<file path="src/sv/blpw_pkg.sv">
// ----------------------------------------------------------------------------
// Bresenham line pixel walker package
// Shared widths, command codes and the structs that pass line parameters and
// pixel results between the walker's modules.
// ----------------------------------------------------------------------------
package blpw_pkg;

   // Coordinate width; endpoints use only this many low bits.
   localparam int CoordBits = 11;
   // Framebuffer address and row pitch widths.
   localparam int AddrBits  = 22;
   localparam int PitchBits = 12;
   localparam int ColorBits = 32;
   // Doubled deltas and the signed error term.
   localparam int DeltaBits = CoordBits + 1;
   localparam int ErrBits   = CoordBits + 3;

   // Row pitch after reset.
   localparam logic [PitchBits-1:0] PitchReset = PitchBits'(640);

   // Command codes of an input beat.
   typedef enum logic [0:0] {
      CMD_BEGIN   = 1'b0,
      CMD_ADVANCE = 1'b1
   } command_type;

   // Everything that describes a line in flight.
   typedef struct packed {
      logic [AddrBits-1:0]        address;
      logic signed [ErrBits-1:0]  error;
      logic [CoordBits-1:0]       remaining;
      logic [AddrBits-1:0]        major_step;
      logic [AddrBits-1:0]        minor_step;
      logic [DeltaBits-1:0]       increment;
      logic [DeltaBits-1:0]       decrement;
      logic [ColorBits-1:0]       color;
   } line_params_type;

   // One pixel result.
   typedef struct packed {
      logic                  pixel_valid;
      logic [AddrBits-1:0]   pixel_address;
      logic [ColorBits-1:0]  pixel_color;
      logic                  last_pixel;
   } pixel_result_type;

endpackage

</file>
<file path="src/sv/bresenham_line_pixel_walker_unit.sv">
// Path: an accepted input beat passes the input register, then the result
// register, before its result is offered; while rsp_stall holds, the result
// waits in the result register.
// Throughput: one input beat and one pixel per cycle while rsp_stall is low, for
// begin and advance alike; the single step adder and error update keep pace every cycle.
// Reset: synchronous, active high; no line is active and row pitch is 640.
// ----------------------------------------------------------------------------
// Bresenham line pixel walker unit
// Top level: input register, line setup, stepper, result register and the
// row pitch register, with valid/stall handshakes on both channels.
// ----------------------------------------------------------------------------
module bresenham_line_pixel_walker_unit (
   input  logic                            clock,
   input  logic                            reset,
   input  logic                            csr_write_enable,
   input  logic [blpw_pkg::PitchBits-1:0]  csr_write_data,
   input  logic                            req_valid,
   output logic                            req_stall,
   input  logic                            req_command,
   input  logic [10:0]                     req_start_x,
   input  logic [10:0]                     req_start_y,
   input  logic [10:0]                     req_end_x,
   input  logic [10:0]                     req_end_y,
   input  logic [31:0]                     req_line_color,
   output logic                            rsp_valid,
   input  logic                            rsp_stall,
   output logic                            rsp_pixel_valid,
   output logic [21:0]                     rsp_pixel_address,
   output logic [31:0]                     rsp_pixel_color,
   output logic                            rsp_last_pixel
);
   import blpw_pkg::*;

   logic [PitchBits-1:0] pitch_ff;
   logic                 in_valid_ff, in_valid_in;
   logic                 in_command_ff;
   logic [10:0]          in_start_x_ff, in_start_y_ff, in_end_x_ff, in_end_y_ff;
   logic [31:0]          in_color_ff;
   logic                 out_valid_ff, out_valid_in;
   pixel_result_type     out_ff;
   pixel_result_type     step_result;
   line_params_type      begin_params;
   logic                 req_beat, rsp_beat, move;
   logic                 in_is_begin;

   // Handshakes: the input register moves on whenever the result register
   // is empty or being emptied.
   assign req_beat    = req_valid && !req_stall;
   assign rsp_beat    = out_valid_ff && !rsp_stall;
   assign move        = in_valid_ff && (!out_valid_ff || !rsp_stall);
   assign req_stall   = in_valid_ff && !move;
   assign in_is_begin = (in_command_ff == CMD_BEGIN);

   // Row pitch register.
   always_ff @(posedge clock) begin
      if (reset) begin
         pitch_ff <= PitchReset;
      end else if (csr_write_enable) begin
         pitch_ff <= csr_write_data;
      end
   end

   // Input register valid.
   always_comb begin
      in_valid_in = in_valid_ff;
      if (req_beat) begin
         in_valid_in = 1'b1;
      end else if (move) begin
         in_valid_in = 1'b0;
      end
   end

   always_ff @(posedge clock) begin
      if (reset) begin
         in_valid_ff <= 1'b0;
      end else begin
         in_valid_ff <= in_valid_in;
      end
   end

   // Input register payload.
   always_ff @(posedge clock) begin
      if (req_beat) begin
         in_command_ff <= req_command;
         in_start_x_ff <= req_start_x;
         in_start_y_ff <= req_start_y;
         in_end_x_ff   <= req_end_x;
         in_end_y_ff   <= req_end_y;
         in_color_ff   <= req_line_color;
      end
   end

   // Line setup for a begin beat.
   blpw_setup u_setup (
      .start_x    (in_start_x_ff),
      .start_y    (in_start_y_ff),
      .end_x      (in_end_x_ff),
      .end_y      (in_end_y_ff),
      .line_color (in_color_ff),
      .row_pitch  (pitch_ff),
      .params     (begin_params)
   );

   // Stepper emits one result per beat that moves.
   blpw_step u_step (
      .clock        (clock),
      .reset        (reset),
      .fire         (move),
      .is_begin     (in_is_begin),
      .begin_params (begin_params),
      .result       (step_result)
   );

   // Result register valid.
   always_comb begin
      out_valid_in = out_valid_ff;
      if (move) begin
         out_valid_in = 1'b1;
      end else if (rsp_beat) begin
         out_valid_in = 1'b0;
      end
   end

   always_ff @(posedge clock) begin
      if (reset) begin
         out_valid_ff <= 1'b0;
      end else begin
         out_valid_ff <= out_valid_in;
      end
   end

   // Result register payload.
   always_ff @(posedge clock) begin
      if (move) begin
         out_ff <= step_result;
      end
   end

   assign rsp_valid         = out_valid_ff;
   assign rsp_pixel_valid   = out_ff.pixel_valid;
   assign rsp_pixel_address = out_ff.pixel_address;
   assign rsp_pixel_color   = out_ff.pixel_color;
   assign rsp_last_pixel    = out_ff.last_pixel;

`ifndef SYNTH
   // A result with no pixel carries only zeros.
   a_empty_result_zero: assert property (@(posedge clock) disable iff (reset)
      (out_valid_ff && !out_ff.pixel_valid) |->
      (out_ff.pixel_address == '0 && out_ff.pixel_color == '0 && !out_ff.last_pixel))
      else $error("empty result carries nonzero fields");

   // Only a real pixel can be the last one of a line.
   a_last_is_pixel: assert property (@(posedge clock) disable iff (reset)
      (out_valid_ff && out_ff.last_pixel) |-> out_ff.pixel_valid)
      else $error("last pixel flagged on empty result");

   // The input side is never stalled while the input register is empty.
   a_stall_needs_item: assert property (@(posedge clock) disable iff (reset)
      req_stall |-> in_valid_ff)
      else $error("input stalled with empty input register");

   // A held input item stays until it moves to the result register.
   a_held_item_kept: assert property (@(posedge clock) disable iff (reset)
      (in_valid_ff && !move) |=> (in_valid_ff && $stable(in_command_ff)))
      else $error("held input item lost");

   // Every move fills the result register on the next edge.
   a_move_fills_output: assert property (@(posedge clock) disable iff (reset)
      move |=> out_valid_ff)
      else $error("moved item did not reach result register");
`endif

endmodule

</file>
<file path="src/sv/blpw_setup.sv">
// ----------------------------------------------------------------------------
// Line setup
// Turns two endpoints, a color and the row pitch into the walker's line
// parameters: major axis, address steps, error terms and start address.
// ----------------------------------------------------------------------------
module blpw_setup (
   input  logic [10:0]                       start_x,
   input  logic [10:0]                       start_y,
   input  logic [10:0]                       end_x,
   input  logic [10:0]                       end_y,
   input  logic [31:0]                       line_color,
   input  logic [blpw_pkg::PitchBits-1:0]    row_pitch,
   output blpw_pkg::line_params_type         params
);
   import blpw_pkg::*;

   logic [CoordBits-1:0]           sx, sy, ex, ey;
   logic [CoordBits:0]             dx, dy;
   logic                           x_neg, y_neg;
   logic [CoordBits-1:0]           adx, ady;
   logic [AddrBits-1:0]            x_step, y_step, pitch_ext;
   logic                           x_major;
   logic [CoordBits-1:0]           span, minor_delta;
   logic [PitchBits+CoordBits-1:0] row_offset;

   // Coordinates are the low bits of the endpoint fields.
   assign sx = start_x[CoordBits-1:0];
   assign sy = start_y[CoordBits-1:0];
   assign ex = end_x[CoordBits-1:0];
   assign ey = end_y[CoordBits-1:0];

   // Signed deltas and their magnitudes.
   assign dx    = {1'b0, ex} - {1'b0, sx};
   assign dy    = {1'b0, ey} - {1'b0, sy};
   assign x_neg = dx[CoordBits];
   assign y_neg = dy[CoordBits];
   assign adx   = x_neg ? CoordBits'(-dx) : dx[CoordBits-1:0];
   assign ady   = y_neg ? CoordBits'(-dy) : dy[CoordBits-1:0];

   // Address steps along each axis, two's complement modulo the address space.
   assign pitch_ext = AddrBits'(row_pitch);
   assign x_step    = x_neg ? '1 : AddrBits'(1);
   assign y_step    = y_neg ? AddrBits'(-pitch_ext) : pitch_ext;

   // X is the major axis when it is at least as long as Y.
   assign x_major     = (adx >= ady);
   assign span        = x_major ? adx : ady;
   assign minor_delta = x_major ? ady : adx;

   // Start address is x plus pitch times y.
   assign row_offset = row_pitch * sy;

   always_comb begin
      params.address    = AddrBits'(row_offset) + AddrBits'(sx);
      params.major_step = x_major ? x_step : y_step;
      params.minor_step = x_major ? y_step : x_step;
      params.increment  = {minor_delta, 1'b0};
      params.decrement  = {span, 1'b0};
      params.error      = $signed({2'b00, minor_delta, 1'b0}) - $signed({3'b000, span});
      params.remaining  = span;
      params.color      = line_color;
   end

endmodule

</file>
<file path="src/sv/blpw_step.sv">
// ----------------------------------------------------------------------------
// Line stepper
// Holds the active line, emits the current pixel and moves the walker on by
// one pixel with the Bresenham error update.
// ----------------------------------------------------------------------------
module blpw_step (
   input  logic                          clock,
   input  logic                          reset,
   input  logic                          fire,
   input  logic                          is_begin,
   input  blpw_pkg::line_params_type     begin_params,
   output blpw_pkg::pixel_result_type    result
);
   import blpw_pkg::*;

   logic                       active_ff, active_in;
   line_params_type            line_ff, line_in;
   line_params_type            cur;
   logic                       emit;
   logic                       err_pos;
   logic                       is_last;
   logic signed [ErrBits-1:0]  err_drop;

   // A begin beat takes its freshly set-up line; an advance uses the held one.
   assign cur     = is_begin ? begin_params : line_ff;
   assign emit    = is_begin || active_ff;
   assign is_last = (cur.remaining == '0);
   assign err_pos = (cur.error > 0);

   // Pixel result; an advance without a line gives an all-zero result.
   always_comb begin
      result.pixel_valid   = emit;
      result.pixel_address = emit ? cur.address : '0;
      result.pixel_color   = emit ? cur.color : '0;
      result.last_pixel    = emit && is_last;
   end

   // Next walker position and error.
   always_comb begin
      line_in          = cur;
      err_drop         = err_pos ? $signed({2'b00, cur.decrement}) : '0;
      line_in.address  = cur.address + cur.major_step + (err_pos ? cur.minor_step : '0);
      line_in.error    = cur.error - err_drop + $signed({2'b00, cur.increment});
      line_in.remaining = is_last ? cur.remaining : cur.remaining - 1'b1;
      active_in        = !is_last;
   end

   // Control state.
   always_ff @(posedge clock) begin
      if (reset) begin
         active_ff <= 1'b0;
      end else if (fire && emit) begin
         active_ff <= active_in;
      end
   end

   // Line registers.
   always_ff @(posedge clock) begin
      if (fire && emit) begin
         line_ff <= line_in;
      end
   end

endmodule

</file>
<file path="config.mk">
export PLATFORM = sky130hd
export DESIGN_NAME = bresenham_line_pixel_walker_unit
export DESIGN_NICKNAME = d
export VERILOG_FILES = /design/src/sv/blpw_pkg.sv /design/src/sv/bresenham_line_pixel_walker_unit.sv /design/src/sv/blpw_setup.sv /design/src/sv/blpw_step.sv
export SDC_FILE = /design/constraint.sdc
export NUM_CORES = 1
export LEC_CHECK = 0
export ABC_CLOCK_PERIOD_IN_PS = 14000
export BUFFER_PORTS_ARGS = -buffer_cell sky130_fd_sc_hd__buf_4
export CAP_MARGIN = 20
export CORE_MARGIN = 2
export CORE_UTILIZATION = 36
export CTS_BUF_LIST = sky130_fd_sc_hd__clkbuf_4 sky130_fd_sc_hd__clkbuf_8 sky130_fd_sc_hd__clkbuf_16
export CTS_CLUSTER_DIAMETER = 120
export CTS_CLUSTER_SIZE = 25
export DETAILED_ROUTE_END_ITERATION = 10
export PLACE_DENSITY = 0.54
export RECOVER_POWER = 50
export SLEW_MARGIN = 10
export SYNTH_ARGS = -nofsm -noshare
export SYNTH_HDL_FRONTEND = slang
export SYNTH_SLANG_ARGS = --single-unit
</file>
<file path="constraint.sdc">
create_clock -name clock -period 14 [get_ports clock]
set_input_delay 2.1 -clock clock [delete_from_list [all_inputs] [get_ports clock]]
set_output_delay 2.1 -clock clock [all_outputs]
set_load 0.01 [all_outputs]
</file>
# Yosys cells after proc, flatten, opt, wreduce, memory -nomap -nowiden
# Cells that the tools add are included.
# word_totals
regBits	295
out_inout_bits	58
input_bits	94
# classes
n_addsub	12
magnitude_cmp	2
multipliers	1
reduce_logical	16
bitwise	1
n_mux	16
# op_table
op	n
147-bit 2-to-1 mux	1
22-bit 2-to-1 mux	5
11-bit 2-to-1 mux	5
22-bit adder	2
11-bit by 11-bit subtractor with 12-bit output	2
22-bit by 11-bit adder with 22-bit output	1
12-bit by 11-bit multiplier with 22-bit output	1
11-bit negation	2
12-bit negation with 22-bit output	1
14-bit by 13-bit adder with 14-bit output	1
14-bit by 1-bit > comparator with 1-bit output (second input constant)	1
14-bit by 13-bit subtractor with 14-bit output	1
12-bit by 11-bit subtractor with 13-bit output	1
12-bit 2-to-1 mux	1
11-bit greater-or-equal comparator	1
11-bit zero test	1
11-bit by 1-bit subtractor with 11-bit output (second input constant)	1
1-bit logical AND	6
1-bit zero test	5
1-bit 2-to-1 mux	4
2-bit nonzero test	2
1-bit logical OR	2
1-bit NOT	1

# Depth between registers and ports, before layout
# Gate-level depths: netlist of the first run.
# depth
word_depth	11
depth_mapped	67
ltp_nobuf	62

# Cells and area by module
# Synthesis of the first run repeated with hierarchy kept, for this count alone.
# unflattened
hier_cells	1966
area_unflattened_um2	21911.0
# by_module_without_submodules
module	instances	area_each_um2	cells_per_inst	seq_area_each_um2
blpw_step	1	9479.1	732	4434.3
blpw_setup	1	7912.6	1051	0.0
bresenham_line_pixel_walker_unit	1	4519.3	183	4274.1

# Worst setup path after synthesis of the first run
# Ideal clock, no wire load.
# synth_timing
path_kind	in2reg
startpoint	input rsp_stall
endpoint	register u_step.line_ff[0] (netlist bit) (enable)
setup_time_ps	670
path_stages	2
t_arrival_ps	12858
setup_slack_ps	473
path_cell_list	a21boi_0 nor2b_1
# synth_between
elab_chain_cells	4
# synth_rtl
element	line	rtl
start: declaration	bresenham_line_pixel_walker_unit.sv:26	input logic rsp_stall,
1-bit zero test	bresenham_line_pixel_walker_unit.sv:50	assign move = in_valid_ff && (!out_valid_ff || !rsp_stall);
1-bit logical OR	bresenham_line_pixel_walker_unit.sv:50	
1-bit logical AND	bresenham_line_pixel_walker_unit.sv:50	
1-bit logical AND	blpw_step.sv:59	if (fire && emit) begin
end signal: assignment	blpw_step.sv:60	line_ff <= line_in;
end: declaration	blpw_step.sv:17	line_params_type line_ff, line_in;
# Every way passes these cells.
# A chain may end at the register's enable or synchronous reset.

==> flow_summary.yaml, run 1 <==
global_routing:
  grtUsageMet2: 0.3245
  grt_max_degree: 89
  antenna_found_initial: 0
  grt_usage: 0.1828
  use_met1: 0.2424
  grt_use_met3: 0.01687
  grt_pass1_vias: 15592
  grt_overflow: 0
  grt_first_pass_wirelength_um: 87470
  busiest_layer: "met2"
synthesis:
  yosysTopAreaCellShare: 0.3930
  synth_nets: 2443
  yosys_most_used_dff: "edfxtp_1"
  ys_ff_latch: 295
  synthCells: 2078
  synth.most_common_cell: "edfxtp_1"
  yosysTopAreaCell: "edfxtp_1"
  ys_types: 89
  synth_area_leaders: "edfxtp_1, fa_1, ha_1"
  synth_seq_area_share: 0.4070
  netlist_area_um2: 21400
  async_flop_share: 0
  synth_edf_count: 280
  yosys-top-cells-count: "edfxtp_1, inv_1, nand2_1"
  syn_area_per_cell_um2: 10.30
  yosysWarnings: 0
placement:
  dp_hpwl_um: 41410
  portBuffers: 151
  gp_congestion: 0.8792
  place_area_um2: 23370
clock_network:
  numCtsBuffers: 17
  clk_latency_ns: 0.55
  clockBufferDepth: 3
  cts_tree: "done"
  htreeDepth: 1
  cts.sinks: 295
  clock-root-buffer: "clkbuf_16"
  clk_pin_slew_ns: 0.11
timing:
  min_period_over_period: 0.9062
  post-route-min-period_ns: 12.69
  hold_ws_ns: 0.5179
  relSlewSlack: -1.197
  finalHoldViolations: 0
  clock.fmax_mhz: 78.82
  maxSlewViolCount: 255
  fin_skew_ns: 0.02742
  finalSetupTns_ns: 0
  setup_viol: 0
  worst_pin_slew_ns: 3.295
drt:
  wl_um: 55380
  drtIter0Drc: 969
  via_per_inst: 5.090
  dr.pass1.iters: 7
  vias: 15188
  routedWlPerCell_um: 18.56
  detail-route-antenna-nets: 0
  drc: 0
worst_hold_path:
  hold_class: "reg2reg"
power:
  powerDensity_nw_per_um2: 228.3
  p_leak_nw: 10.05
  vdd_drop_max_mv: 0.1501
worst_setup_path:
  crit_top_cell: "o21ai_0"
  crit_type: "reg2reg"
  cpPeakStageDelay_ns: 0.56
  critPathLaunchType: "flip-flop"
  cpMaxStageDelayCell: "edfxtp_1"
  cp-end-kind: "flip-flop"
  cp_max_fo: 19
  crit_buf_inv: 3
  critPathArrivalTime_ns: 12.99
  required_ns: 14.30
  critPathTopFamily: "compound AO/OA/AOI/OAI gates"
finish:
  fin_area_um2: 23750
  syn2layout_area_growth_pct: 10.99
  drive_gt1_frac: 0.09634
  n_antenna_cell: 0
  nets: 2565
die:
  core_um2: 58910
  start_util: 0.3632
  die_w_um: 247.8
  die-area_um2: 61400
  ioPinCount: 152
  rows: 89
  die_h_um: 247.8
status:
  outcome: "finished with violations"
  violations: "capacitance limit, slew limit"
run:
  maxCapViolCount: 5
[flip-flops by register name (all words and copies together), names as in the netlist]
name / count
pitch_ff: 12
rsp_pixel_address: 22
rsp_valid: 1
in_end_y_ff: 11
rsp_last_pixel: 1
u_step.active_ff: 1
rsp_pixel_color: 32
in_color_ff: 32
rsp_pixel_valid: 1
in_start_y_ff: 11
in_command_ff: 1
in_end_x_ff: 11
in_start_x_ff: 11
u_step.line_ff: 147
in_valid_ff: 1
[timing repair]
item,in CTS,in global routing
resized for setup,0,9
hold buffers,0,0
setup endpoints to repair,0,6
setup buffers,0,10
[tightest hold or removal path, delay by kind of cell, from the launching register on]
family / cells / cell delay, ns
flops: 1 / 0.35
simple gates: 1 / 0.08
compound gates: 1 / 0.05
[final cells by class]
cell class / count / area [µm²]
multi-input cells: 1426 / 11400
flip-flops and latches: 295 / 8708
well taps: 773 / 967.2
clock buffers: 24 / 478.0
fillers: 5754 / 35160
clock inverters: 6 / 43.79
repair buffers: 184 / 1116
inverters: 276 / 1036
[metrics by stage]
step                instances  worst slack, ns    util  total power [W]
floorplan                2078           0.4727       -         0.004003
global placement         2942            1.040  0.3967         0.004806
detailed placement       2942           0.8724  0.3967         0.004844
CTS                      2972           0.7166  0.4055         0.005442
global route             2984         -0.02667  0.4032         0.005945
finish                   2984            1.313  0.4032         0.005423
[routing by layer]
metal / wire (µm) / share of wire
met2: 27800 / 0.50
met3: 1764 / 0.032
met4: 943 / 0.017
met1: 24870 / 0.45
met5: 0 / 0
[path summary, 6_finish.rpt]
| check | from | cells after the start | end | slack [ns] |
|---|---|---|---|---|
| worst max-delay path | in_start_y_ff[7] | 58 | u_step.line_ff[146] | 1.31 |
| worst min-delay path | in_valid_ff | 2 | rsp_valid | 0.52 |
| worst max register to register | in_start_y_ff[7] | 58 | u_step.line_ff[146] | 1.31 |
| worst min register to register | in_valid_ff | 2 | rsp_valid | 0.52 |
[cells in the final DEF, fill, tap and decap left out, drive strengths merged, types with 10 or more instances in the layout]
| cell type | synthesis | routed |
|---|---|---|
| buf | 18 | 43 |
| a21o | 40 | 40 |
| ha | 135 | 135 |
| edfxtp | 280 | 280 |
| nand2 | 252 | 252 |
| xnor2 | 60 | 60 |
| a211oi | 23 | 23 |
| and2 | 62 | 62 |
| mux2 | 39 | 39 |
| and3 | 12 | 12 |
| o21a | 13 | 13 |
| o211ai | 10 | 10 |
| mux2i | 21 | 21 |
| dfxtp | 15 | 15 |
| or3 | 10 | 10 |
| o21bai | 13 | 13 |
| a21boi | 11 | 11 |
| inv | 274 | 276 |
| nor2 | 143 | 144 |
| nor3 | 23 | 23 |
| fa | 136 | 136 |
| nand3 | 31 | 31 |
| xor2 | 34 | 34 |
| a21oi | 107 | 107 |
| o21ai | 93 | 93 |
| clkbuf | 64 | 165 |
| nor2b | 49 | 49 |
[where the power goes]
group          switching (W)  leakage [nW]  internal, W  total [W]
Sequential         0.0000451          2.76      0.00127    0.00132
Combinational        0.00207          7.03      0.00147    0.00354
Clock               0.000316         0.258     0.000246   0.000562
Total                0.00243          10.1      0.00299    0.00542
[logic make-up after synthesis]
family          share of synthesized area
buf+inv                           0.06380
fa+ha+maj                          0.2067
xor+xnor                          0.03953
flops                              0.4070
compound gates                     0.1167
simple gates                       0.1358
mux                               0.03052
No activity file was read; power rests on OpenSTA's default activity.
==> run 2, diff against run 1 <==
--- a/config.mk
+++ b/config.mk
@@ -15,7 +15,7 @@
 export CTS_CLUSTER_SIZE = 25
 export DETAILED_ROUTE_END_ITERATION = 10
 export PLACE_DENSITY = 0.54
-export RECOVER_POWER = 50
+export RECOVER_POWER = 25
 export SLEW_MARGIN = 10
 export SYNTH_ARGS = -nofsm -noshare
 export SYNTH_HDL_FRONTEND = slang
==> run 2 against run 1 <==
Against the previous run:
- the flow still finishes with violations (capacitance limit, slew limit)
- first-iteration DRC count increased by 2.1%
- critical endpoint unchanged
- via count is 0.22% lower
- register-to-register slack better by 0.04 ns
- clock power about the same
==> flow_summary.yaml, run 2 (same netlist as run 1, synthesis figures left out) <==
finish:
  layout_common_cells: "edfxtp_1, inv_1, nand2_1, nor2_1, fa_1"
  register_area_um2: 8708
  nets: 2565
  instances_no_fill: 2984
  fillCellCount: 5707
  drive_gt1_frac: 0.1239
  largest_register_ffs: 147
  syn2layout_area_growth_pct: 12.17
  layout_commonest_cell: "edfxtp_1"
  n_antenna_cell: 0
  multi_input_area_um2: 11410
  top_register: "u_step.line_ff"
die:
  die_w_um: 247.8
  die_h_um: 247.8
  ioPinCount: 152
  start_util: 0.3632
  die-area_um2: 61400
  rows: 89
  core_um2: 58910
global_routing:
  grt_first_pass_wirelength_um: 87470
  grtUsageMet2: 0.3245
  grt_usage: 0.1828
  antenna_found_initial: 0
  grt_max_degree: 89
  busiest_layer: "met2"
  grt_overflow: 0
  grt_use_met3: 0.01687
  grt_pass1_vias: 15592
  use_met1: 0.2424
worst_setup_path:
  crit_top_cell: "o21ai_0"
  critPathArrivalTime_ns: 12.94
  cp-end-kind: "flip-flop"
  cp_max_fo: 19
  required_ns: 14.30
  critPathLaunchType: "flip-flop"
  cpPeakStageDelay_ns: 0.54
  cpMaxStageDelayCell: "xnor2_1"
  crit_type: "reg2reg"
timing:
  hold_ws_ns: 0.5204
  fin_skew_ns: 0.02507
  fin_ws_ns: 1.355
  setup_viol: 0
  finalHoldViolations: 0
  worst_pin_slew_ns: 3.285
  clock.fmax_mhz: 79.08
  min_period_over_period: 0.9032
  finalSetupTns_ns: 0
  post-route-min-period_ns: 12.65
  maxSlewViolCount: 113
  relSlewSlack: -1.190
power:
  vdd_drop_max_mv: 0.1508
  finalPower_w: 0.005424
  p_leak_nw: 10.28
  powerDensity_nw_per_um2: 226.0
drt:
  drtIter0Drc: 989
  drc: 0
  routedWlPerCell_um: 18.54
  dr.pass1.iters: 5
  vias: 15154
  detail-route-antenna-nets: 0
  via_per_inst: 5.078
  wl_um: 55320
clock_network:
  cts.sinks: 295
  cts_tree: "done"
  clock-root-buffer: "clkbuf_16"
  htreeDepth: 1
  clk_latency_ns: 0.55
  numCtsBuffers: 17
  clockBufferDepth: 3
  clk_pin_slew_ns: 0.11
status:
  outcome: "finished with violations"
  violations: "capacitance limit, slew limit"
placement:
  portBuffers: 151
  gp_congestion: 0.8792
  preCtsSetupSlack_ns: 0.8724
  dp.cells: 2942
  dp_hpwl_um: 41410
worst_hold_path:
  hold_class: "reg2reg"
run:
  maxCapViolCount: 2
==> run 2: cell types whose count changed in the layout (fill, tap and decap cells not counted) <==
| cell | before | now |
|---|---|---|
| nor2_1 | 140 | 139 |
| nor2b_4 | 1 | 2 |
| inv_1 | 274 | 273 |
| buf_16 | 0 | 1 |
| inv_2 | 0 | 1 |
| nor2b_1 | 48 | 47 |
| nor2_4 | 1 | 2 |
| buf_4 | 43 | 100 |
| clkbuf_1 | 70 | 12 |
==> run 2: routing by layer <==
metal	up-vias	routed length [µm]
met5	-	0
li1	7295	-
met4	0	965
met1	7565	24760
met2	246	27850
met3	48	1744
==> run 2: area by class of cell <==
type | count | share of cell area
clock inverters | 6 | 0.001825
repair buffers | 184 | 0.05640
well taps | 773 | 0.04030
multi-input cells | 1426 | 0.4756
clock buffers | 24 | 0.01991
flip-flops and latches | 295 | 0.3628
inverters | 276 | 0.04316
==> run 2: report_power, final <==
part,total [W],internal (W),switching [W]
clock,0.000560,0.000246,0.000314
sequential,0.00132,0.00127,0.0000457
combinational,0.00354,0.00148,0.00206
total,0.00542,0.00300,0.00242
==> run 2: what timing repair did <==
action | 4_1_cts | 5_1_grt
endpoints found under the setup margin | 0 | 6
resized for setup | 0 | 9
hold buffers | 0 | 0
buffers inserted | 0 | 10
==> run 2: through the flow <==
stage	area, µm²	util
2_1_floorplan	21400	-
3_3_place_gp	23370	0.3967
3_5_place_dp	23370	0.3967
4_1_cts	23890	0.4055
5_1_grt	24000	0.4074
6_report	24000	0.4074
==> run 2: worst paths after layout <==
| check | cells past startpoint | end | slack [ns] | start |
|---|---|---|---|---|
| worst min register to register | 2 | rsp_valid | 0.52 | in_valid_ff |
| worst min-delay path | 2 | rsp_valid | 0.52 | in_valid_ff |
| worst max register to register | 58 | u_step.line_ff[146] | 1.35 | in_start_x_ff[4] |
| worst max-delay path | 58 | u_step.line_ff[146] | 1.35 | in_start_x_ff[4] |
==> run 2: worst max-delay path, delay by kind of cell (launching register included) <==
family	cells	cell delay (ns)
flip-flops	1	0.37
XOR/XNOR	3	0.79
AND/OR/NAND/NOR	11	1.67
AO/OA/AOI/OAI	36	7.02
adder cells (fa/ha/maj)	6	2.15
buffers and inverters	2	0.40
==> run 3, diff against run 2 <==
--- a/config.mk
+++ b/config.mk
@@ -14,7 +14,7 @@
 export CTS_CLUSTER_DIAMETER = 120
 export CTS_CLUSTER_SIZE = 25
 export DETAILED_ROUTE_END_ITERATION = 10
-export PLACE_DENSITY = 0.54
+export PLACE_DENSITY = 0.55
 export RECOVER_POWER = 25
 export SLEW_MARGIN = 10
 export SYNTH_ARGS = -nofsm -noshare
==> run 3 against run 2 <==
Against the previous run:
- wire length is 0.79% higher
- hold slack worse by 0.015 ns
- highest routed layer unchanged
- first-iteration DRC count is 13% lower
- total power is 1.0% higher
- critical path type unchanged
- sequential share of layout area is 0.12 points lower
- sequential power hardly changed
- largest cell class unchanged
- flip-flop and latch count stayed put
- non-clock buffer count stayed put
- clock-buffer cell count stayed put
- via count is 0.46% higher
- the run still ends with capacitance limit, slew limit left
- die area stayed put
==> flow_summary.yaml, run 3 (same netlist as run 1, synthesis figures left out) <==
global_routing:
  grt_first_pass_wirelength_um: 88570
  grt_overflow: 0
  grt_pass1_vias: 15632
  grt_usage: 0.1853
  antenna_found_initial: 1
  grt_max_degree: 75
die:
  ioPinCount: 152
  core_um2: 58910
  die_h_um: 247.8
  rows: 89
  die_w_um: 247.8
  start_util: 0.3632
  die-area_um2: 61400
clock_network:
  clk_pin_slew_ns: 0.10
  clock-root-buffer: "clkbuf_16"
  clk_latency_ns: 0.56
  numCtsBuffers: 18
  clockBufferDepth: 3
  postCtsHoldBufs: 0
  cts_tree: "done"
  cts.sinks: 295
  htreeDepth: 1
worst_setup_path:
  reg2reg_slack_ns: 1.29
  critPathTopFamily: "compound AO/OA/AOI/OAI gates"
  cpPeakStageDelay_ns: 0.64
  r2r_end: "u_step.line_ff[146]"
  required_ns: 14.31
  cp-end-kind: "flip-flop"
  crit-reg2reg-launch: "in_start_y_ff[2]"
  crit_type: "reg2reg"
  critPathArrivalTime_ns: 13.01
  cp_max_fo: 19
  cpMaxStageDelayCell: "edfxtp_1"
  critPathLaunchType: "flip-flop"
  crit_top_cell: "o21ai_0"
  reg2reg_depth: 59
  crit_buf_inv: 4
drt:
  vias: 15224
  detail-route-antenna-nets: 0
  drc: 0
  routedWlPerCell_um: 18.68
  via_per_inst: 5.100
  wl_um: 55750
  dr.pass1.iters: 5
  drtIter0Drc: 863
timing:
  relSlewSlack: -1.225
  min_period_over_period: 0.9077
  hold_ws_ns: 0.5057
  setup_viol: 0
  fin_skew_ns: 0.03237
  worst_pin_slew_ns: 3.338
  finalHoldViolations: 0
  maxSlewViolCount: 191
  finalSetupTns_ns: 0
  clock.fmax_mhz: 78.69
  post-route-min-period_ns: 12.71
  grt_setup_unrepaired: "no"
finish:
  top_register: "u_step.line_ff"
  register_area_um2: 8708
  largest_register_ffs: 147
  nets: 2565
  multi_input_area_um2: 11410
  syn2layout_area_growth_pct: 12.55
  layout_common_cells: "edfxtp_1, inv_1, nand2_1, nor2_1, fa_1"
  fillCellCount: 5747
  layout_commonest_cell: "edfxtp_1"
  n_antenna_cell: 0
  drive_gt1_frac: 0.1248
worst_hold_path:
  hold_class: "reg2reg"
  min_from: "in_valid_ff"
  hold_depth: 2
  min_to: "rsp_valid"
status:
  outcome: "finished with violations"
  violations: "capacitance limit, slew limit"
placement:
  dp_hpwl_um: 41620
  portBuffers: 151
  gp_congestion: 0.8470
power:
  vdd_drop_max_mv: 0.1458
  switching_share: 0.4478
  p_int_w: 0.003026
  p_switching_w: 0.002454
  p_leak_nw: 10.32
  powerDensity_nw_per_um2: 227.6
  pwr-share-comb: 0.649
  p_clk_frac: 0.111
  seq_power_share: 0.241
run:
  maxCapViolCount: 3
## run 3: power groups by stage
stage	Clock, W	Combinational [W]	Sequential, W
6_report	0.000607	0.00355	0.00132
5_1_grt	0.000666	0.00404	0.00133
4_1_cts	0.000638	0.00353	0.00132
3_5_place_dp	0	0.00351	0.00134
3_3_place_gp	0	0.00346	0.00134
2_1_floorplan	0	0.00267	0.00133
## run 3: worst register-to-register path: cells and delay by family, from the launching register on
family	cells	cell delay [ns]
AOI/OAI and AO/OA	36	7.22
xor gates and xnor gates	3	0.50
adders and majority gates	6	1.99
buffers and inverters	4	0.60
DFF	1	0.64
and+or+nand+nor	10	1.46
## run 3: worst max path at each step
| stage | slack [ns] | cells after the start | from | end |
|---|---|---|---|---|
| floorplan | 0.47 | 2 | rsp_stall | u_step.line_ff[0] |
| global route | 0.02 | 58 | in_start_x_ff[4] | u_step.line_ff[146] |
| detailed placement | 0.70 | 58 | in_start_y_ff[6] | u_step.line_ff[146] |
| global placement | 1.04 | 58 | in_start_y_ff[6] | u_step.line_ff[146] |
| finish | 1.29 | 59 | in_start_y_ff[2] | u_step.line_ff[146] |
| CTS | 0.59 | 58 | in_start_y_ff[6] | u_step.line_ff[146] |
## run 3: layout make-up
class                   count  share of cell area
multi-input cells        1425              0.4736
flip-flops and latches    295              0.3616
inverters                 276             0.04302
well taps                 773             0.04016
repair buffers            184             0.05653
clock buffers              24             0.02057
clock inverters             8            0.004468
## run 3: repair_timing
item,CTS,global route
endpoints found under the hold margin,0,0
gates resized for setup,0,8
setup buffers,0,12
endpoints found under the setup margin,0,8
## run 3: metrics by stage
stage	instance area (µm²)	utilization	worst slack [ns]	cells	power (W)
global route	24080	0.4088	0.02090	2985	0.006034
global placement	23350	0.3964	1.043	2940	0.004802
finish	24080	0.4088	1.292	2985	0.005480
CTS	23960	0.4067	0.5913	2972	0.005494
floorplan	21400	-	0.4727	2078	0.004003
detailed placement	23350	0.3964	0.7018	2940	0.004850
## run 3: routing by layer
metal	vias to the layer above	share of wire	GRT usage
met3	58	0.038	0.02087
met4	0	0.021	0.04227
met1	7588	0.45	0.2510
li1	7299	-	-
met2	279	0.49	0.3178
met5	-	0	0
